**config.mk**
```make
export PLATFORM = sky130hd
export DESIGN_NAME = hpl_isqrt
export DESIGN_NICKNAME = d
export VERILOG_FILES = /design/src/hdl/hpl_pkg.sv /design/src/hdl/hpl_isqrt.sv
export SDC_FILE = /design/constraint.sdc
export NUM_CORES = 1
export LEC_CHECK = 0
export BUFFER_PORTS_ARGS = -buffer_cell sky130_fd_sc_hd__buf_4
export CORE_MARGIN = 2
export CORE_UTILIZATION = 55
export CTS_CLUSTER_DIAMETER = 150
export DETAILED_ROUTE_END_ITERATION = 12
export PLACE_DENSITY = 0.76
export SYNTH_ARGS = -nofsm -noshare
export SYNTH_HDL_FRONTEND = slang
export SYNTH_SLANG_ARGS = --single-unit
```
**constraint.sdc**
```tcl
create_clock -name clk_i -period 5.9 [get_ports clk_i]
set_input_delay 0 -clock clk_i [delete_from_list [all_inputs] [get_ports clk_i]]
set_output_delay 0 -clock clk_i [all_outputs]
set_load 0.1 [all_outputs]
```
**src/hdl/hpl_pkg.sv**
```systemverilog
// shared constants, types and the cordic gain for the haversine path length unit
// no dependencies; imported by every module of the block
`default_nettype none

package hpl_pkg;

  localparam int FRAC     = 30;           // fraction bits of trig values and angles
  localparam int ANG_W    = 36;           // internal angle and trig width, signed
  localparam int RAD_W    = 32;           // stored radians, Q4.28
  localparam int LAT_W    = 28;
  localparam int LON_W    = 29;
  localparam int SEG_W    = 35;
  localparam int TOT_W    = 48;
  localparam int RADIUS_W = 23;
  localparam int R1K_W    = 33;           // radius times 1000
  localparam int MUL_W    = 33;           // shared multiplier operand width
  localparam int ITER_W   = 5;
  localparam int ROOT_W   = FRAC + 1;
  localparam int QDEPTH   = 2;
  localparam int QPTR_W   = $clog2(QDEPTH);
  localparam int QCNT_W   = $clog2(QDEPTH + 1);

  // pi/180e6 in Q60, divided by 16 (its low four bits are zero)
  localparam logic [30:0] DEG_SCALE_C = 31'd1257642267;
  localparam int DEG_SHIFT = 28;

  localparam logic [R1K_W-1:0] R1K_RESET = 33'd6371000000;

  localparam logic signed [ANG_W-1:0] ONE_F     = 36'sd1073741824;
  localparam logic signed [ANG_W-1:0] PI_F      = 36'sd3373259426;
  localparam logic signed [ANG_W-1:0] NEG_PI_F  = -36'sd3373259426;
  localparam logic signed [ANG_W-1:0] HALF_PI_F = 36'sd1686629713;
  localparam logic signed [ANG_W-1:0] NEG_HALF_PI_F = -36'sd1686629713;
  localparam logic signed [ANG_W-1:0] TWO_PI_F  = 36'sd6746518852;

  localparam logic signed [ANG_W-1:0] ATAN_TAB [FRAC] = '{
    36'sd843314857, 36'sd497837829, 36'sd263043837, 36'sd133525159,
    36'sd67021687,  36'sd33543516,  36'sd16775851,  36'sd8388437,
    36'sd4194283,   36'sd2097149,   36'sd1048576,   36'sd524288,
    36'sd262144,    36'sd131072,    36'sd65536,     36'sd32768,
    36'sd16384,     36'sd8192,      36'sd4096,      36'sd2048,
    36'sd1024,      36'sd512,       36'sd256,       36'sd128,
    36'sd64,        36'sd32,        36'sd16,        36'sd8,
    36'sd4,         36'sd2
  };

  // item kinds decided at the front
  localparam logic [1:0] KIND_START = 2'd0;
  localparam logic [1:0] KIND_FIRST = 2'd1;
  localparam logic [1:0] KIND_SEG   = 2'd2;

  typedef struct packed {
    logic signed [LAT_W-1:0] lat;
    logic signed [LON_W-1:0] lon;
    logic [1:0]              kind;
  } hpl_item_t;

  typedef struct packed {
    logic                    start;
    logic                    vec;
    logic signed [ANG_W-1:0] x0;
    logic signed [ANG_W-1:0] y0;
    logic signed [ANG_W-1:0] z0;
  } hpl_cor_cmd_t;

  typedef struct packed {
    logic                    busy;
    logic                    done;
    logic signed [ANG_W-1:0] x;
    logic signed [ANG_W-1:0] y;
    logic signed [ANG_W-1:0] z;
  } hpl_cor_rsp_t;

  typedef struct packed {
    logic            start;
    logic [FRAC:0]   a;
  } hpl_sq_cmd_t;

  typedef struct packed {
    logic              busy;
    logic              done;
    logic [ROOT_W-1:0] root;
  } hpl_sq_rsp_t;

  // start value of x that cancels the cordic gain, floor(2^2F / (G * 2^F)) with G the fixed-point gain
  function automatic logic signed [ANG_W-1:0] calc_gain();
    longint x;
    longint y;
    longint z;
    longint dx;
    longint dy;
    longint r;
    longint q;
    x = longint'(1) <<< FRAC;
    y = 0;
    z = 0;
    for (int i = 0; i < FRAC; i++) begin
      dx = y >>> i;
      dy = x >>> i;
      if (z >= 0) begin
        x = x - dx;
        y = y + dy;
        z = z - longint'(ATAN_TAB[i]);
      end else begin
        x = x + dx;
        y = y - dy;
        z = z + longint'(ATAN_TAB[i]);
      end
    end
    r = longint'(1) <<< FRAC;
    q = 0;
    for (int i = 0; i < FRAC; i++) begin
      r = r <<< 1;
      q = q <<< 1;
      if (r >= x) begin
        r = r - x;
        q = q | 1;
      end
    end
    return ANG_W'(q);
  endfunction

  localparam logic signed [ANG_W-1:0] K_GAIN = calc_gain();

endpackage

`default_nettype wire

```
**src/hdl/hpl_isqrt.sv**
```systemverilog
// digit-by-digit square root: largest r with floor(r*r / 2^F) <= a, two radicand bits a cycle
// depends on hpl_pkg
`default_nettype none

module hpl_isqrt import hpl_pkg::*; (
  input  logic        clk_i,
  input  logic        rst_ni,
  input  hpl_sq_cmd_t cmd_i,
  output hpl_sq_rsp_t rsp_o
);

  localparam int RADN_W = 2 * ROOT_W;
  localparam int REM_W  = ROOT_W + 4;

  logic                busy_q, done_q;
  logic [ITER_W-1:0]   cnt_q;
  logic [RADN_W-1:0]   radn_q;
  logic [REM_W-1:0]    rem_q, rem_sh, trial;
  logic [ROOT_W-1:0]   root_q;

  // r*r < (a+1)*2^F is the same test as r*r <= (a << F) + 2^F - 1
  assign rem_sh = {rem_q[REM_W-3:0], radn_q[RADN_W-1 -: 2]};
  assign trial  = REM_W'({root_q, 2'b01});

  always_ff @(posedge clk_i or negedge rst_ni) begin
    if (!rst_ni) begin
      busy_q <= 1'b0;
      done_q <= 1'b0;
      cnt_q  <= '0;
    end else begin
      done_q <= 1'b0;
      if (cmd_i.start) begin
        busy_q <= 1'b1;
        cnt_q  <= '0;
      end else if (busy_q) begin
        cnt_q <= cnt_q + 1'b1;
        if (cnt_q == ITER_W'(ROOT_W - 1)) begin
          busy_q <= 1'b0;
          done_q <= 1'b1;
        end
      end
    end
  end

  always_ff @(posedge clk_i) begin
    if (cmd_i.start) begin
      radn_q <= {1'b0, cmd_i.a, {FRAC{1'b1}}};
      rem_q  <= '0;
      root_q <= '0;
    end else if (busy_q) begin
      radn_q <= {radn_q[RADN_W-3:0], 2'b00};
      if (rem_sh >= trial) begin
        rem_q  <= rem_sh - trial;
        root_q <= {root_q[ROOT_W-2:0], 1'b1};
      end else begin
        rem_q  <= rem_sh;
        root_q <= {root_q[ROOT_W-2:0], 1'b0};
      end
    end
  end

  assign rsp_o.busy = busy_q;
  assign rsp_o.done = done_q;
  assign rsp_o.root = root_q;

endmodule

`default_nettype wire

```
==> impl_metrics.toml <==
[outcome]
status = "finished clean"

[setup_path]
crit_type = "reg -> reg"
arrival_ps = 3530
worst_setup_path_start_kind = "flip-flop"
timing.rr.end = "rem_q[8]"
cp_common_cell = "and3_1"
crit_required_ps = 6150
r2r_cells = 11
reg2reg_from = "root_q[23]"
crit_path_top_delay_cell = "buf_4"
endpoint_kind = "flip-flop"
crit_path_max_fanout = 30
cp_cell_sequence = "inv_1 -> ha_1 -> and3_1 -> and3_1 -> nand4_1 -> a21boi_2 -> nor2b_1 -> a21oi_4 -> buf_4 -> mux2i_1 -> a211oi_1"
rrSetupSlack_ps = 2620
slowest_delay_ps = 490

[global_route]
grt_use_total_pct = 25.22
grt_remaining_overflow = 0
grt_pass1_vias = 5544
grt_pass1_wl_mm = 26.26
antenna_found_initial = 0
grt_max_degree = 63

[yosys]
synth_area_leaders = "dfxtp_1, edfxtp_1, mux2i_1"
synthArstFlopShare_pct = 5.932
syn_area_per_cell_um2 = 9.366
ys_ff_latch = 118
yosysWarnings = 0
synth-edff-count = 31
synthTopCellsByCount = "dfxtp_1, nor2_1, mux2i_1"
synth_flop_cell = "dfxtp_1"
synthCells = 710
ys_types = 60
synth_top_area_share_pct = 24.08
syn_nets = 779
synth_top_area_cell = "dfxtp_1"
yosysMostFrequentCell = "dfxtp_1"
seq_area_frac_synth_pct = 40.71
syn_area_mm2 = 0.006650

[worst_hold_path]
holdPathEnd = "root_q[3]"
hold_path_depth = 2
hold_path_startpoint = "cmd_i[31]"
hold_path.class = "in -> reg"

[placement]
portBuffers = 66
dp_hpwl_mm = 10.23
gp_congestion = 0.9046

[cells_and_area]
final_nets = 855
syn2layout_area_growth_pct = 21.52
fill_cells = 913
seq_area_mm2 = 0.002711
diodes = 0
final_layout_size_suffix_gt1_share_pct = 15.14
multiInputGateArea_mm2 = 0.003586
final_util_pct = 67.85

[clock_tree]
root_buffer = "clkbuf_16"
cts.sinks = 118
cts_tree = "done"
clockBufferDepth = 2
numCtsBuffers = 17
htreeDepth = 4
clock_latency_ps = 420
clk_pin_slew_worst_paths_ps = 50
cts_resized = 0

[floorplanning]
dieHeight_um = 114.0
core_area_mm2 = 0.01191
io_pins = 67
die_x_um = 114.0
initial_utilization_pct = 55.83
rows = 40
dieArea_mm2 = 0.01299

[detailed_routing]
finalWirelength_mm = 15.88
avgViaCountPerCell = 5.996
ant_nets = 0
drc_errors = 0
via_count = 5672
post_drt_wl_per_cell_um = 16.78
drt_pass1_iterations = 5
drt_iter0_drc = 475

[power_and_ir_drop]
swShare_pct = 39.42
pwr-share-comb_pct = 49.9
power.total_w = 0.004108
seqPwrFrac_pct = 25.4
total_leakage_power_nw = 3.637
peakVddDrop_v = 0.0002581
power.density_cell_area_mw_per_mm2 = 508.3
switching_power_w = 0.001619
p_int_w = 0.002489
clkPwrFrac_pct = 24.8

[sta]
finalSetupTns_ps = 0
tightest_slew_ps = 1160
hold_viol = 0
setup_viol = 0
period_share_pct = 55.54
rsz0062_at_grt = "false"
final.setup_skew_ps = 10.25
slew_headroom_pct = 22.59
slew_violations = 0
period_minus_slack_ps = 3277
fmax_mhz = 305.2

[job]
cap_violations = 0
[power groups by stage]
stage / clock network, W / logic, W / registers, W
after floorplan: 0 / 0.00162 / 0.00107
after CTS: 0.00103 / 0.00203 / 0.00104
after global routing: 0.00107 / 0.00224 / 0.00105
after global placement: 0 / 0.00192 / 0.00105
after detailed placement: 0 / 0.00199 / 0.00105
final: 0.00102 / 0.00205 / 0.00104
[state kept, by name, summed over array words and instances, names as in the netlist]
signal / cells
busy_q: 1
cnt_q: 5
done_q: 1
radn_q: 47
rem_q: 33
root_q: 31
[logic make-up (layout without fill, tap and decap cells)]
family,Yosys count,after routing,share of synthesized area [%]
flops,118,118,40.72
compound gates,195,195,21.51
fa+ha+maj,35,35,6.585
simple gates,189,189,13.17
xor+xnor,33,33,4.346
buf+inv,85,174,5.400
mux,55,55,8.278
[layout by cell type (no fill, tap or decap), types with 10 or more instances in the layout]
cell type,instances
a211o_1,15
a211oi_1,22
a21o_1,14
a21oi_1,31
a22o_1,32
and2_1,14
buf_4,71
clkbuf_16,18
dfxtp_1,80
dlygate4sd3_1,33
edfxtp_1,31
ha_1,35
inv_1,38
mux2i_1,55
nand2_1,44
nand4_1,10
nor2_1,76
o21ai_0,23
xnor2_1,21
xor2_1,12
[through the flow]
step	worst slack [ps]	hold slack (ps)	instance area [µm²]	cells
after global routing	2420	60.06	8082	946
after detailed placement	2659	-186.1	7157	881
after global placement	2753	-187.6	7157	881
after floorplan	2698	-295.6	6650	710
after CTS	2640	40.74	8082	946
final	2623	44.97	8082	946
[worst max-delay path by stage]
stage	from	to	slack, ps	cells past startpoint
detailed placement	root_q[23]	rem_q[32]	2660	11
global route	root_q[23]	rem_q[2]	2420	11
global placement	root_q[1]	rem_q[8]	2750	11
floorplan	root_q[13]	rem_q[28]	2700	11
CTS	root_q[23]	rem_q[26]	2640	11
finish	root_q[23]	rem_q[8]	2620	11
[critical path, delay by kind of cell (launching register included)]
kind,cells,cell delay (ps)
buf+inv,2,550
simple gates,4,750
fa+ha+maj,1,440
compound gates,3,730
flops,1,390
mux,1,250
[per-layer routing]
metal | GRT usage [%] | part of all wire, % | vias to the layer above
met5 | 0 | 0 | -
met4 | 8.618 | 2.1 | 0
met3 | 6.111 | 4.9 | 35
met2 | 43.77 | 50 | 181
met1 | 30.66 | 43 | 2725
li1 | - | - | 2731
[area by class of cell]
class                   instances  area share, %
multi-input cells             507          44.37
flip-flops and latches        118          33.55
repair buffers                104          10.68
clock buffers                  20          5.914
well taps                     147          2.276
inverters                      38          1.765
clock inverters                12          1.440
[timing repair]
item	4_1_cts	5_1_grt
hold buffers	33	0
buffers inserted	0	0
hold endpoints to repair	38	0
setup endpoints to repair	0	0
(Power assumes the default switching activity.)
