`src/hdl/hpl_pkg.sv`:
```
// shared constants, types and the cordic gain for the haversine path length unit
// no dependencies; imported by every module of the block
`default_nettype none

package hpl_pkg;

  localparam int FRAC     = 30;           // fraction bits of trig values and angles
  localparam int ANG_W    = 36;           // internal angle and trig width, signed
  localparam int RAD_W    = 32;           // stored radians, Q4.28
  localparam int LAT_W    = 28;
  localparam int LON_W    = 29;
  localparam int SEG_W    = 35;
  localparam int TOT_W    = 48;
  localparam int RADIUS_W = 23;
  localparam int R1K_W    = 33;           // radius times 1000
  localparam int MUL_W    = 33;           // shared multiplier operand width
  localparam int ITER_W   = 5;
  localparam int ROOT_W   = FRAC + 1;
  localparam int QDEPTH   = 2;
  localparam int QPTR_W   = $clog2(QDEPTH);
  localparam int QCNT_W   = $clog2(QDEPTH + 1);

  // pi/180e6 in Q60, divided by 16 (its low four bits are zero)
  localparam logic [30:0] DEG_SCALE_C = 31'd1257642267;
  localparam int DEG_SHIFT = 28;

  localparam logic [R1K_W-1:0] R1K_RESET = 33'd6371000000;

  localparam logic signed [ANG_W-1:0] ONE_F     = 36'sd1073741824;
  localparam logic signed [ANG_W-1:0] PI_F      = 36'sd3373259426;
  localparam logic signed [ANG_W-1:0] NEG_PI_F  = -36'sd3373259426;
  localparam logic signed [ANG_W-1:0] HALF_PI_F = 36'sd1686629713;
  localparam logic signed [ANG_W-1:0] NEG_HALF_PI_F = -36'sd1686629713;
  localparam logic signed [ANG_W-1:0] TWO_PI_F  = 36'sd6746518852;

  localparam logic signed [ANG_W-1:0] ATAN_TAB [FRAC] = '{
    36'sd843314857, 36'sd497837829, 36'sd263043837, 36'sd133525159,
    36'sd67021687,  36'sd33543516,  36'sd16775851,  36'sd8388437,
    36'sd4194283,   36'sd2097149,   36'sd1048576,   36'sd524288,
    36'sd262144,    36'sd131072,    36'sd65536,     36'sd32768,
    36'sd16384,     36'sd8192,      36'sd4096,      36'sd2048,
    36'sd1024,      36'sd512,       36'sd256,       36'sd128,
    36'sd64,        36'sd32,        36'sd16,        36'sd8,
    36'sd4,         36'sd2
  };

  // item kinds decided at the front
  localparam logic [1:0] KIND_START = 2'd0;
  localparam logic [1:0] KIND_FIRST = 2'd1;
  localparam logic [1:0] KIND_SEG   = 2'd2;

  typedef struct packed {
    logic signed [LAT_W-1:0] lat;
    logic signed [LON_W-1:0] lon;
    logic [1:0]              kind;
  } hpl_item_t;

  typedef struct packed {
    logic                    start;
    logic                    vec;
    logic signed [ANG_W-1:0] x0;
    logic signed [ANG_W-1:0] y0;
    logic signed [ANG_W-1:0] z0;
  } hpl_cor_cmd_t;

  typedef struct packed {
    logic                    busy;
    logic                    done;
    logic signed [ANG_W-1:0] x;
    logic signed [ANG_W-1:0] y;
    logic signed [ANG_W-1:0] z;
  } hpl_cor_rsp_t;

  typedef struct packed {
    logic            start;
    logic [FRAC:0]   a;
  } hpl_sq_cmd_t;

  typedef struct packed {
    logic              busy;
    logic              done;
    logic [ROOT_W-1:0] root;
  } hpl_sq_rsp_t;

  // start value of x that cancels the cordic gain, floor(2^2F / (G * 2^F)) with G the fixed-point gain
  function automatic logic signed [ANG_W-1:0] calc_gain();
    longint x;
    longint y;
    longint z;
    longint dx;
    longint dy;
    longint r;
    longint q;
    x = longint'(1) <<< FRAC;
    y = 0;
    z = 0;
    for (int i = 0; i < FRAC; i++) begin
      dx = y >>> i;
      dy = x >>> i;
      if (z >= 0) begin
        x = x - dx;
        y = y + dy;
        z = z - longint'(ATAN_TAB[i]);
      end else begin
        x = x + dx;
        y = y - dy;
        z = z + longint'(ATAN_TAB[i]);
      end
    end
    r = longint'(1) <<< FRAC;
    q = 0;
    for (int i = 0; i < FRAC; i++) begin
      r = r <<< 1;
      q = q <<< 1;
      if (r >= x) begin
        r = r - x;
        q = q | 1;
      end
    end
    return ANG_W'(q);
  endfunction

  localparam logic signed [ANG_W-1:0] K_GAIN = calc_gain();

endpackage

`default_nettype wire

```
`src/hdl/hpl_cordic.sv`:
```
// shared cordic unit, rotation and vectoring, one iteration per cycle
// depends on hpl_pkg (atan table, widths, command and response types)
`default_nettype none

module hpl_cordic import hpl_pkg::*; (
  input  logic         clk_i,
  input  logic         rst_ni,
  input  hpl_cor_cmd_t cmd_i,
  output hpl_cor_rsp_t rsp_o
);

  logic                    busy_q, done_q, vec_q;
  logic [ITER_W-1:0]       iter_q;
  logic signed [ANG_W-1:0] x_q, y_q, z_q;
  logic signed [ANG_W-1:0] dx, dy, x_d, y_d, z_d;
  logic                    ccw;

  assign dx  = y_q >>> iter_q;
  assign dy  = x_q >>> iter_q;
  // vectoring drives y toward zero, rotation drives z toward zero
  assign ccw = vec_q ? (y_q < 0) : (z_q >= 0);

  always_comb begin
    if (ccw) begin
      x_d = x_q - dx;
      y_d = y_q + dy;
      z_d = z_q - ATAN_TAB[iter_q];
    end else begin
      x_d = x_q + dx;
      y_d = y_q - dy;
      z_d = z_q + ATAN_TAB[iter_q];
    end
  end

  always_ff @(posedge clk_i or negedge rst_ni) begin
    if (!rst_ni) begin
      busy_q <= 1'b0;
      done_q <= 1'b0;
      iter_q <= '0;
    end else begin
      done_q <= 1'b0;
      if (cmd_i.start) begin
        busy_q <= 1'b1;
        iter_q <= '0;
      end else if (busy_q) begin
        iter_q <= iter_q + 1'b1;
        if (iter_q == ITER_W'(FRAC - 1)) begin
          busy_q <= 1'b0;
          done_q <= 1'b1;
        end
      end
    end
  end

  always_ff @(posedge clk_i) begin
    if (cmd_i.start) begin
      vec_q <= cmd_i.vec;
      x_q   <= cmd_i.x0;
      y_q   <= cmd_i.y0;
      z_q   <= cmd_i.z0;
    end else if (busy_q) begin
      x_q <= x_d;
      y_q <= y_d;
      z_q <= z_d;
    end
  end

  assign rsp_o.busy = busy_q;
  assign rsp_o.done = done_q;
  assign rsp_o.x    = x_q;
  assign rsp_o.y    = y_q;
  assign rsp_o.z    = z_q;

endmodule

`default_nettype wire

```
`config.mk`:
```
export PLATFORM = sky130hd
export DESIGN_NAME = hpl_cordic
export DESIGN_NICKNAME = d
export VERILOG_FILES = /design/src/hdl/hpl_pkg.sv /design/src/hdl/hpl_cordic.sv
export SDC_FILE = /design/constraint.sdc
export NUM_CORES = 1
export LEC_CHECK = 0
export ABC_AREA = 1
export BUFFER_PORTS_ARGS = -buffer_cell sky130_fd_sc_hd__buf_2
export CAP_MARGIN = 20
export CORE_UTILIZATION = 45
export DETAILED_ROUTE_END_ITERATION = 8
export PLACE_DENSITY = 0.67
export SYNTH_ARGS = -nofsm -noshare
export SYNTH_HDL_FRONTEND = slang
export SYNTH_SLANG_ARGS = --single-unit
```
`constraint.sdc`:
```
create_clock -name clk_i -period 13.3 [get_ports clk_i]
set_input_delay 2.66 -clock clk_i [delete_from_list [all_inputs] [get_ports clk_i]]
set_output_delay 2.66 -clock clk_i [all_outputs]
set_load 0.02 [all_outputs]
```
==> metrics.md <==
| Metric | Value |
|---|---|
| Die width | `206 um` |
| Mean routed wirelength per cell | `19.0 um` |
| Worst skew pair latency | `0.50 ns` |
| HP Class | `flop to flop` |
| Drt via density | `5.68` |
| Avg Cell Area, Syn | `6.02 um^2` |
| Largest net degree at the start of global routing | `80` |
| Setup Skew | `0.0293 ns` |
| Min-delay src | `iter_q[4]$_DFFE_PN0P_` |
| Fin. Hold Viols | `0` |
| EDFF count, synth | `109` |
| CTS Hold Buffers Added | `0` |
| Number of I/O port buffers | `221` |
| Slew at the pin closest to its max-slew limit | `1.13 ns` |
| Iter 0 DRT Violations | `2431` |
| Die area | `0.0423 mm^2` |
| Final Cycle Share | `49.7%` |
| DR vias | `21500` |
| Setup violations, final | `0` |
| Worst reg2reg endpoint | `y_q[24]$_DFFE_PP_` |
| WP data arrival | `6.82 ns` |
| Post-layout minimum cycle time | `6.61 ns` |
| Sequential share of the synthesized area | `18.5%` |
| DPL Wire Length | `57.4 mm` |
| DRC | `0` |
| First-pass GRT wire length | `111 mm` |
| Die Y | `206 um` |
| Final TNS setup | `0 ns` |
| Slew HR | `24.1%` |
| Placement row count | `74` |
| Top cell type by total area after synthesis | `nand2_1` |
| H-tree levels | `4` |
| Final Slew Violations | `0` |
| I/O Pins | `222` |
| Crit end category | `flop` |
| Crit start category | `flop` |
| Seq cells post-synth | `116` |
| Post-synth ARST share | `6.03%` |
| Grt ovf | `0` |
| Fin nets | `3476` |
| Reg2reg start | `iter_q[1]$_DFFE_PN0P_` |
| Number of antenna violations at the first check in global routing | `0` |
| Crit path required time | `13.51 ns` |
| Vias in the first global route | `20200` |
| Fmax achieved | `0.151 GHz` |
| Yosys cell types | `57` |
| Final GP Congestion | `0.986` |
| Status | `completed` |
| Drt pass-1 iters | `6` |
| PostCTS Resize Cnt | `0` |
| Gate Count Post-Synth | `3103` |
| Most used cell, CP | `nand2_1` |
| CTS Buf Count | `17` |
| Starting Density | `45.6%` |
| Total number of yosys warnings | `0` |
| Hold Crit Depth | `1` |
| Post-CTS setup buffers | `0` |
| Crit-path max FO | `72` |
| Core Area | `0.0409 mm^2` |
| Main synth FF type | `edfxtp_1` |
| Root Buffer | `clkbuf_16` |
| Max-cap violations | `0` |
| Overall routing resource usage | `34.2%` |
| CTS tree | `done` |
| Post-Syn Area | `0.0187 mm^2` |
| Critical path's largest stage delay | `0.97 ns` |
| Final wirelength | `72.1 mm` |
| Crit path kind | `flop to flop` |
| CP max stage cell | `nor4_1` |
| Routed Antenna Nets | `0` |
| CTS sink cnt | `116` |
| Ant. Diodes | `0` |
| Syn Nets | `3336` |
| Reg clk slew, reported paths | `0.06 ns` |
| Top post-synthesis cells by area | `nand2_1 (21%), edfxtp_1 (18%), nand3_1 (12%)` |
| Post-synth top area share | `21.4%` |
| Share of layout cells above drive strength 1 | `14.1%` |
| Hold EP | `iter_q[4]$_DFFE_PN0P_` |
| Worst reg2reg path depth | `31` |
| Synthesis-to-layout area growth | `9.88%` |
| CTS Buffer Depth | `2` |
| Flop2flop setup slack | `6.69 ns` |
| Unrepaired setup endpoints after global routing | `no` |
==> cells in the final DEF (no fill, tap or decap), types with 12 or more instances in the layout <==
master | synthesis | routed
nand3_2 | 21 | 21
nand2_2 | 28 | 28
nand2_1 | 1065 | 1064
edfxtp_1 | 109 | 109
nor2_2 | 15 | 15
xnor2_1 | 37 | 37
ha_1 | 118 | 118
or2_2 | 63 | 63
o21ai_1 | 14 | 14
nor3_1 | 21 | 21
o21ai_0 | 138 | 137
a21o_1 | 19 | 19
nor2_4 | 12 | 12
a31oi_1 | 28 | 28
xor2_1 | 69 | 69
a21oi_1 | 136 | 136
buf_4 | 10 | 14
nor2_1 | 228 | 228
buf_2 | 37 | 220
nand4_1 | 26 | 26
clkbuf_16 | 0 | 17
nor4_1 | 12 | 12
o21a_1 | 12 | 12
nand3_1 | 431 | 431
inv_1 | 252 | 250
inv_2 | 20 | 21
==> per-layer routing <==
metal,vias to the layer above,track usage (%),share of wire [%]
li1,10600,-,-
met1,9801,44.7,44
met2,920,55.1,45
met3,154,5.70,7.1
met4,0,15.0,4.0
met5,-,0,0
==> logic make-up after synthesis <==
kind of cell	after synthesis	synth area share [%]
compound gates	419	13.1
simple gates	1953	46.4
buf+inv	388	8.84
flops	116	18.5
fa+ha+maj	121	8.23
xor+xnor	106	4.97
==> critical path: cells and delay by family (launching register included) <==
| family | cells | cell delay [ns] |
|---|---|---|
| and+or+nand+nor | 18 | 2.91 |
| buffers and inverters | 6 | 1.32 |
| AOI/OAI and AO/OA | 4 | 0.95 |
| adders and majority gates | 2 | 0.58 |
| DFF | 1 | 0.34 |
| xor gates and xnor gates | 1 | 0.17 |
==> cell type report <==
class / count / area, um^2
clock buffer: 18 / 429
clock inverter: 14 / 139
fill: 4363 / 20400
inverter: 275 / 1040
multi-input combinational: 2599 / 13600
sequential: 116 / 3450
tap: 532 / 666
timing repair buffer: 234 / 1210
==> state kept, by name, indices dropped and copies added (netlist names) <==
register,cells
x_q,36
y_q,36
z_q,36
vec_q,1
busy_q,1
done_q,1
iter_q,5
==> stage by stage <==
stage,hold slack (ns),setup slack (ns),cells,instance area (um^2),util [%]
2_1_floorplan,0.554,7.48,3103,18700,-
3_3_place_gp,0.545,7.04,3756,19900,48.7
3_5_place_dp,0.555,7.04,3756,19900,48.7
4_1_cts,0.564,7.01,3788,20500,50.1
5_1_grt,0.591,6.22,3788,20500,50.1
6_report,0.569,6.69,3788,20500,50.1
==> synth_stat cells, drive strengths merged (37+ instances only) <==
| cell | count |
|---|---|
| xnor2 | 37 |
| edfxtp | 109 |
| nand2 | 1099 |
| a21oi | 138 |
| xor2 | 69 |
| buf | 73 |
| or2 | 64 |
| nor2 | 257 |
| inv | 274 |
| nand3 | 452 |
| o21ai | 162 |
| clkbuf | 40 |
| ha | 118 |
==> worst max path at each step <==
stage	to	cells after the start	from	slack, ns
global placement	y_q[26]$_DFFE_PP_	34	iter_q[1]$_DFFE_PN0P_	7.04
floorplan	x_q[0]$_DFFE_PP_	3	cmd_i[109]	7.48
global route	y_q[24]$_DFFE_PP_	30	iter_q[1]$_DFFE_PN0P_	6.22
finish	y_q[24]$_DFFE_PP_	31	iter_q[1]$_DFFE_PN0P_	6.69
CTS	y_q[24]$_DFFE_PP_	31	iter_q[1]$_DFFE_PN0P_	7.01
detailed placement	y_q[24]$_DFFE_PP_	31	iter_q[1]$_DFFE_PN0P_	7.04
Power is not shown: default switching activity piles up to over one toggle a cycle in this logic, so the estimate is an artifact.
