==> config.mk <==
export PLATFORM = sky130hd
export DESIGN_NAME = hpl_front
export DESIGN_NICKNAME = d
export VERILOG_FILES = /design/src/hdl/hpl_pkg.sv /design/src/hdl/hpl_front.sv
export SDC_FILE = /design/constraint.sdc
export NUM_CORES = 1
export LEC_CHECK = 0
export BUFFER_PORTS_ARGS = -buffer_cell sky130_fd_sc_hd__buf_2
export CORE_ASPECT_RATIO = 0.7
export CORE_UTILIZATION = 55
export DETAILED_ROUTE_END_ITERATION = 12
export PLACE_DENSITY = 0.83
export SLEW_MARGIN = 15
export SYNTH_ARGS = -nofsm -noshare
export SYNTH_HDL_FRONTEND = slang
export SYNTH_SLANG_ARGS = --single-unit
==> constraint.sdc <==
create_clock -name clk_i -period 6.01 [get_ports clk_i]
set_input_delay 0.601 -clock clk_i [delete_from_list [all_inputs] [get_ports clk_i]]
set_output_delay 0.601 -clock clk_i [all_outputs]
set_load 0.01 [all_outputs]
==> src/hdl/hpl_pkg.sv <==
// shared constants, types and the cordic gain for the haversine path length unit
// no dependencies; imported by every module of the block
`default_nettype none

package hpl_pkg;

  localparam int FRAC     = 30;           // fraction bits of trig values and angles
  localparam int ANG_W    = 36;           // internal angle and trig width, signed
  localparam int RAD_W    = 32;           // stored radians, Q4.28
  localparam int LAT_W    = 28;
  localparam int LON_W    = 29;
  localparam int SEG_W    = 35;
  localparam int TOT_W    = 48;
  localparam int RADIUS_W = 23;
  localparam int R1K_W    = 33;           // radius times 1000
  localparam int MUL_W    = 33;           // shared multiplier operand width
  localparam int ITER_W   = 5;
  localparam int ROOT_W   = FRAC + 1;
  localparam int QDEPTH   = 2;
  localparam int QPTR_W   = $clog2(QDEPTH);
  localparam int QCNT_W   = $clog2(QDEPTH + 1);

  // pi/180e6 in Q60, divided by 16 (its low four bits are zero)
  localparam logic [30:0] DEG_SCALE_C = 31'd1257642267;
  localparam int DEG_SHIFT = 28;

  localparam logic [R1K_W-1:0] R1K_RESET = 33'd6371000000;

  localparam logic signed [ANG_W-1:0] ONE_F     = 36'sd1073741824;
  localparam logic signed [ANG_W-1:0] PI_F      = 36'sd3373259426;
  localparam logic signed [ANG_W-1:0] NEG_PI_F  = -36'sd3373259426;
  localparam logic signed [ANG_W-1:0] HALF_PI_F = 36'sd1686629713;
  localparam logic signed [ANG_W-1:0] NEG_HALF_PI_F = -36'sd1686629713;
  localparam logic signed [ANG_W-1:0] TWO_PI_F  = 36'sd6746518852;

  localparam logic signed [ANG_W-1:0] ATAN_TAB [FRAC] = '{
    36'sd843314857, 36'sd497837829, 36'sd263043837, 36'sd133525159,
    36'sd67021687,  36'sd33543516,  36'sd16775851,  36'sd8388437,
    36'sd4194283,   36'sd2097149,   36'sd1048576,   36'sd524288,
    36'sd262144,    36'sd131072,    36'sd65536,     36'sd32768,
    36'sd16384,     36'sd8192,      36'sd4096,      36'sd2048,
    36'sd1024,      36'sd512,       36'sd256,       36'sd128,
    36'sd64,        36'sd32,        36'sd16,        36'sd8,
    36'sd4,         36'sd2
  };

  // item kinds decided at the front
  localparam logic [1:0] KIND_START = 2'd0;
  localparam logic [1:0] KIND_FIRST = 2'd1;
  localparam logic [1:0] KIND_SEG   = 2'd2;

  typedef struct packed {
    logic signed [LAT_W-1:0] lat;
    logic signed [LON_W-1:0] lon;
    logic [1:0]              kind;
  } hpl_item_t;

  typedef struct packed {
    logic                    start;
    logic                    vec;
    logic signed [ANG_W-1:0] x0;
    logic signed [ANG_W-1:0] y0;
    logic signed [ANG_W-1:0] z0;
  } hpl_cor_cmd_t;

  typedef struct packed {
    logic                    busy;
    logic                    done;
    logic signed [ANG_W-1:0] x;
    logic signed [ANG_W-1:0] y;
    logic signed [ANG_W-1:0] z;
  } hpl_cor_rsp_t;

  typedef struct packed {
    logic            start;
    logic [FRAC:0]   a;
  } hpl_sq_cmd_t;

  typedef struct packed {
    logic              busy;
    logic              done;
    logic [ROOT_W-1:0] root;
  } hpl_sq_rsp_t;

  // start value of x that cancels the cordic gain, floor(2^2F / (G * 2^F)) with G the fixed-point gain
  function automatic logic signed [ANG_W-1:0] calc_gain();
    longint x;
    longint y;
    longint z;
    longint dx;
    longint dy;
    longint r;
    longint q;
    x = longint'(1) <<< FRAC;
    y = 0;
    z = 0;
    for (int i = 0; i < FRAC; i++) begin
      dx = y >>> i;
      dy = x >>> i;
      if (z >= 0) begin
        x = x - dx;
        y = y + dy;
        z = z - longint'(ATAN_TAB[i]);
      end else begin
        x = x + dx;
        y = y - dy;
        z = z + longint'(ATAN_TAB[i]);
      end
    end
    r = longint'(1) <<< FRAC;
    q = 0;
    for (int i = 0; i < FRAC; i++) begin
      r = r <<< 1;
      q = q <<< 1;
      if (r >= x) begin
        r = r - x;
        q = q | 1;
      end
    end
    return ANG_W'(q);
  endfunction

  localparam logic signed [ANG_W-1:0] K_GAIN = calc_gain();

endpackage

`default_nettype wire

==> src/hdl/hpl_front.sv <==
// front part: accepts track points, classifies them and queues them for the back part
// depends on hpl_pkg
`default_nettype none

module hpl_front import hpl_pkg::*; (
  input  logic                    clk_i,
  input  logic                    rst_ni,
  input  logic                    push_i,
  output logic                    full_o,
  input  logic signed [LAT_W-1:0] latitude_i,
  input  logic signed [LON_W-1:0] longitude_i,
  input  logic                    track_start_i,
  output hpl_item_t               item_o,
  output logic                    item_valid_o,
  input  logic                    item_pop_i
);

  hpl_item_t         mem_q [QDEPTH];
  logic [QPTR_W-1:0] wr_q, rd_q;
  logic [QCNT_W-1:0] cnt_q;
  logic              seen_q;
  logic              push_ok, pop_ok;
  hpl_item_t         in_item;

  assign full_o       = (cnt_q == QCNT_W'(QDEPTH));
  assign item_valid_o = (cnt_q != '0);
  assign push_ok      = push_i && !full_o;
  assign pop_ok       = item_pop_i && item_valid_o;
  assign item_o       = mem_q[rd_q];

  always_comb begin
    in_item.lat = latitude_i;
    in_item.lon = longitude_i;
    if (track_start_i) begin
      in_item.kind = KIND_START;
    end else if (seen_q) begin
      in_item.kind = KIND_SEG;
    end else begin
      in_item.kind = KIND_FIRST;
    end
  end

  always_ff @(posedge clk_i or negedge rst_ni) begin
    if (!rst_ni) begin
      wr_q   <= '0;
      rd_q   <= '0;
      cnt_q  <= '0;
      seen_q <= 1'b0;
    end else begin
      if (push_ok) begin
        wr_q   <= wr_q + 1'b1;
        seen_q <= 1'b1;
      end
      if (pop_ok) begin
        rd_q <= rd_q + 1'b1;
      end
      if (push_ok && !pop_ok) begin
        cnt_q <= cnt_q + 1'b1;
      end else if (pop_ok && !push_ok) begin
        cnt_q <= cnt_q - 1'b1;
      end
    end
  end

  always_ff @(posedge clk_i) begin
    if (push_ok) begin
      mem_q[wr_q] <= in_item;
    end
  end

endmodule

`default_nettype wire

==> flow_metrics.tcl, run 1 <==
set metrics [dict create \
    die_y_um 80.2 \
    syn_nets 270 \
    layout-drive-gt1-share_pct 58.5 \
    relSlewSlack_pct 25.2 \
    viasPerCell 4.86 \
    cts_tree "yes" \
    path_max_fanout 60 \
    cts_buffers 17 \
    crit_required_ps 5410 \
    die-area_um2 9110 \
    routed_wl_mm 7.80 \
    worst_pin_slew_ps 1120 \
    cp.arrival_ps 2110 \
    status "complete, no violations" \
    initial_core_util_pct 56.8 \
    grt_start_max_net_pins 61 \
    yosys.cell_types.count 15 \
    cts_max_path_buffers 2 \
    finalHoldViolCount 0 \
    setup_slack_ps 3300 \
    io_buffer_count 122 \
    via_count 2316 \
    clkLatencyLatePin_ps 400 \
    max_freq_mhz 368 \
    rows 28 \
    slew_viol_final 0 \
    setup_tns_ps 0 \
    drcViolationCount 0 \
    finalCriticalPeriod_ps 2710 \
    grt_pass1_wl_mm 11.7 \
    antenna_found_initial 0 \
    use_met2_pct 29.6 \
    grt_usage_pct 18.1 \
    gp_congestion 0.701 \
    yosysSeqAreaShare_pct 76.4 \
    synthToLayoutAreaGrowth_pct 25.3 \
    setup_violations 0 \
    gr-max-usage-layer "met2" \
    synthCells 207 \
    gr-total-overflow 0 \
    rsz0062_at_grt "no" \
    die_w_um 114 \
    htreeDepth 4 \
    nNetsFinal 407 \
    finalCritPeriodShare_pct 45.2 \
    finish.utilization_pct 71.3 \
    ios 123 \
    min_from "latitude_i[17]" \
    cp-startpoint "rd_q" \
    hp-class "in2reg" \
    hpwl_mm 4.97 \
    power_density_nw_per_um2 514 \
    grt.met1_usage_pct 20.5 \
    synth_area_um2 4800 \
    cts_sinks 123 \
    dp_slack_ps 3590 \
    synth_area_per_cell_um2 23.2 \
    clk_pin_slew_ps 50 \
    worst-setup-path-type "reg2out" \
    rr_startpoint "cnt_q[0]" \
    grt_util_met3_pct 8.38 \
    ir_drop_mv 0.374 \
    ant_nets 0 \
    cp-start-kind "flop" \
    ys_warn_count 0 \
    coreArea_um2 8440 \
    maxCapViolCount 0 \
    p_leak_uw 0.00246 \
    grt_pass1_vias 2411 \
    finalClockSkew_ps 5.77 \
    drt-initial-drc-count 109 \
    diodes 0 \
    timing.hold.ws_ps 389 \
    wl_per_cell_um 16.3 \
    critPathCaptureType "primary output" \
    cts-root-buf "clkbuf_16" \
    ys_seq_elements 123 \
    firstDrtPassIters 7 \
]
## path summary, 6_finish.rpt
kind / endpoint / slack (ps) / depth (start not counted)
min in group asynchronous: rd_q / 580 / 2
min reg2reg: seen_q / 490 / 1
max reg2reg: mem_q[0][39] / 3740 / 4
max: item_o[37] / 3300 / 2
max in group asynchronous: rd_q / 5280 / 2
min: mem_q[1][48] / 390 / 1
## layer usage
metal  vias up  share of wire, %
met4         0               1.2
met1      1129                42
met2        88                49
li1       1090                 -
met3         9               7.7
met5         -                 0
## repair_timing
item,in CTS,in global routing
endpoints found under the hold margin,5,0
resized for setup,0,0
setup buffers,0,0
hold buffers,1,0
## cell usage in the layout, fill, tap and decap left out
master and instances:
and3_2 1, buf_2 122, buf_4 2, bufinv_16 1, clkbuf_1 9, clkbuf_16 17
clkbuf_8 4, clkinv_2 1, dfrtp_1 4, dfrtp_4 1, dlygate4sd3_1 1, edfxtp_1 118
ha_1 1, inv_1 2, mux2_4 59, nand2_1 2, nand2b_1 2, nor2_1 2
nor2_4 1, nor2b_1 1, or2_1 1, xnor2_1 3, xor2_1 2
## flip-flops by register name, summed over array words and instances, names as in the netlist
name    flops
seen_q      1
mem_q     118
rd_q        1
cnt_q       2
wr_q        1
## area by class of cell
| type | instances | area (um^2) |
|---|---|---|
| Fill cell | 525 | 2430 |
| Multi-Input combinational cell | 75 | 1000 |
| Clock inverter | 2 | 35.0 |
| Timing Repair Buffer | 125 | 636 |
| Clock buffer | 30 | 514 |
| Tap cell | 120 | 150 |
| Inverter | 2 | 7.51 |
| Sequential cell | 123 | 3670 |
## synth_stat cells, drive strengths merged
cell	n	area share [%]
edfxtp	118	74
mux2	59	18
buf	7	2.7
dfrtp	5	2.6
nor2	3	0.23
xnor2	3	0.55
inv	2	0.16
nand2	2	0.16
nand2b	2	0.26
xor2	2	0.37
and3	1	0.13
ha	1	0.26
nor2b	1	0.13
or2	1	0.13
## report_power, final
part	switching, uW	internal, uW
clock	312	612
combinational	354	478
sequential	164	1170
total	829	2260
## critical path: stages (launching register included)
cell and delay [ps]:
dfrtp_4 1150, mux2_4 360, buf_2 150
## cell families after synthesis
| logic type | Yosys count | share of synthesized area (%) |
|---|---|---|
| flip-flops | 123 | 76.4 |
| multiplexers | 59 | 18.5 |
| AND/OR/NAND/NOR | 10 | 1.04 |
| buffers and inverters | 9 | 2.89 |
| XOR/XNOR | 5 | 0.913 |
| adder cells (fa/ha/maj) | 1 | 0.261 |
## stage by stage
step / instances / area, um^2 / power (uW)
6_report: 477 / 6020 / 3090
5_1_grt: 477 / 6020 / 3230
4_1_cts: 477 / 6020 / 3130
3_5_place_dp: 444 / 5460 / 2200
3_3_place_gp: 444 / 5460 / 2170
2_1_floorplan: 207 / 4800 / 1980
Power figures use the tool's default switching activity.
==> inputs of run 2 (changes only) <==
ABC_AREA = 1   (was unset)
CORE_UTILIZATION = 47   (was 55)
PLACE_DENSITY = 0.76   (was 0.83)
clock period = 2.2 ns   (was 6.01 ns; I/O delays follow)
==> flow_metrics.tcl, run 2 <==
set metrics [dict create \
    ant_nets 0 \
    synthMuxAreaShare_pct 0 \
    synth_fa_ha_area_share_pct 0.271 \
    maxCapViolCount 0 \
    rsz0062_at_grt "no" \
    die_y_um 84.9 \
    max_freq_mhz 507 \
    cts_buffers 17 \
    die_w_um 120 \
    power_density_nw_per_um2 1320 \
    finalClockSkew_ps 9.20 \
    cp.arrival_ps 1750 \
    syn_nets 408 \
    ir_drop_mv 0.868 \
    worst-setup-path-type "reg2out" \
    min_from "longitude_i[7]" \
    synth_top_family_by_area "simple AND/OR/NAND/NOR gates" \
    synth_edf_count 118 \
    wl_per_cell_um 14.4 \
    yosys.cell_types.count 17 \
    synthToLayoutAreaGrowth_pct 37.8 \
    htreeDepth 4 \
    drt-initial-drc-count 218 \
    via_count 3117 \
    cts_tree "yes" \
    yosysSeqAreaShare_pct 79.4 \
    viasPerCell 4.71 \
    io_buffer_count 122 \
    cts_sinks 123 \
    ys.flop_type "edfxtp_1" \
    regMostFlops "mem_q" \
    synth-xor-area-share_pct 0.190 \
    synthCells 345 \
    ys_warn_count 0 \
    synth_compound_area_share_pct 0.108 \
    grt_start_max_net_pins 61 \
    yosysTopAreaCell "edfxtp_1" \
    die-area_um2 10200 \
    grt_usage_pct 19.8 \
    cp-start-kind "flop" \
    relSlewSlack_pct 68.0 \
    nFillCells 693 \
    synth_area_um2 4620 \
    finalCriticalPeriod_ps 1970 \
    status "complete, no violations" \
    grt_pass1_vias 3098 \
    antenna_found_initial 0 \
    final_cell_mix "nand2_1, buf_2, edfxtp_1" \
    initial_core_util_pct 49.7 \
    finalHoldViolCount 0 \
    yosysMostFrequentCell "nand2_1" \
    cts-root-buf "clkbuf_16" \
    gr-total-overflow 0 \
    layout_commonest_cell "nand2_1" \
    largest_reg_flops 118 \
    layout-drive-gt1-share_pct 30.3 \
    finalCritPeriodShare_pct 89.6 \
    hpwl_mm 5.46 \
    gp_congestion 0.738 \
    postCtsSetupBuffers 0 \
    crit_required_ps 1980 \
    reg_top3 "mem_q: 118 flops, cnt_q: 2 flops" \
    r2r_cells 6 \
    synth_common_cells "nand2_1, edfxtp_1, buf_6, inv_1, buf_4" \
    p_leak_uw 0.00277 \
    reg2reg_slack_ps 670 \
    path_max_fanout 22 \
    grt_pass1_wl_mm 14.7 \
    setup_violations 0 \
    clkLatencyLatePin_ps 400 \
    setup_tns_ps 0 \
    critPathCaptureType "primary output" \
    synth_area_per_cell_um2 13.4 \
    netlist.area_leader.share_pct 76.7 \
    r2r_end "mem_q[0][43]" \
    coreArea_um2 9290 \
    hp-class "in2reg" \
    nNetsFinal 588 \
    synthArstFlopShare_pct 4.07 \
    diodes 0 \
    synthSimpleGateAreaFrac_pct 16.4 \
    rr_startpoint "cnt_q[1]" \
    synth_area_leaders "edfxtp_1, nand2_1, dfrtp_1" \
    cts_max_path_buffers 2 \
    min_path_cells 1 \
    finish.utilization_pct 68.5 \
    ios 123 \
    rows 29 \
    routed_wl_mm 9.56 \
    cts_resized 0 \
    clk_pin_slew_ps 50 \
    ys_seq_elements 123 \
    hold-path-endpoint "mem_q[0][9]" \
    firstDrtPassIters 4 \
    slew_viol_final 0 \
    worst_pin_slew_ps 480 \
    drcViolationCount 0 \
]
==> run 2: worst max-delay path, cell delays in order, from the launching register on <==
cell and delay (ps):
dfrtp_2 670, buf_4 350, nand2_1 110, nand2_1 90, buf_2 130
==> run 2: how the worst max path moves through the flow <==
stage	from	slack [ps]	endpoint	cells after the start
2_1_floorplan	cnt_q[0]	190	mem_q[0][0]	4
3_3_place_gp	rd_q	670	item_o[43]	4
3_5_place_dp	rd_q	660	item_o[13]	4
4_1_cts	rd_q	220	item_o[13]	4
5_1_grt	rd_q	80	item_o[14]	4
6_report	rd_q	230	item_o[56]	4
==> run 2: cell families (layout without fill, tap and decap cells) <==
| logic type | Yosys count | after routing |
|---|---|---|
| fa+ha+maj | 1 | 1 |
| simple gates | 197 | 197 |
| compound gates | 1 | 1 |
| xor+xnor | 1 | 1 |
| buf+inv | 22 | 215 |
| flops | 123 | 123 |
==> run 2: through the flow <==
| stage | power, uW | setup WS, ps | area, um^2 | hold WS [ps] | std cells |
|---|---|---|---|---|---|
| 4_1_cts | 8480 | 219 | 6260 | 0.0866 | 651 |
| 5_1_grt | 8910 | 77.6 | 6370 | 2.52 | 662 |
| 6_report | 8430 | 230 | 6370 | 24.4 | 662 |
| 3_3_place_gp | 5780 | 672 | 5330 | 47.5 | 582 |
| 3_5_place_dp | 5820 | 660 | 5330 | 47.5 | 582 |
| 2_1_floorplan | 4970 | 189 | 4630 | -75.6 | 345 |
==> run 2: report_power, final <==
group | leakage, uW | switching [uW] | internal [uW]
clock network | 0.000272 | 942 | 1640
registers | 0.00115 | 207 | 3190
logic | 0.00134 | 1590 | 859
==> run 2: timing repair <==
item / 4_1_cts / 5_1_grt
setup endpoints to repair: 0 / 0
hold buffers: 37 / 11
endpoints found under the hold margin: 75 / 22
==> run 2: cell type report <==
cell class / instances / area, um^2 / area share, %
Timing Repair Buffer: 174 / 1150 / 18.0
Inverter: 9 / 45.0 / 0.707
Clock buffer: 17 / 425 / 6.68
Sequential cell: 123 / 3670 / 57.6
Tap cell: 124 / 155 / 2.44
Clock inverter: 15 / 133 / 2.08
Multi-Input combinational cell: 200 / 793 / 12.5
==> run 2: layer usage <==
layer / global-route usage [%] / vias to the layer above / part of all wire [%] / wire [um]
met5: 0 / - / 0 / 0
met4: 8.87 / 0 / 0.48 / 46
met3: 7.93 / 8 / 7.3 / 700
met2: 31.0 / 118 / 49 / 4650
met1: 24.4 / 1470 / 44 / 4160
li1: - / 1521 / - / -
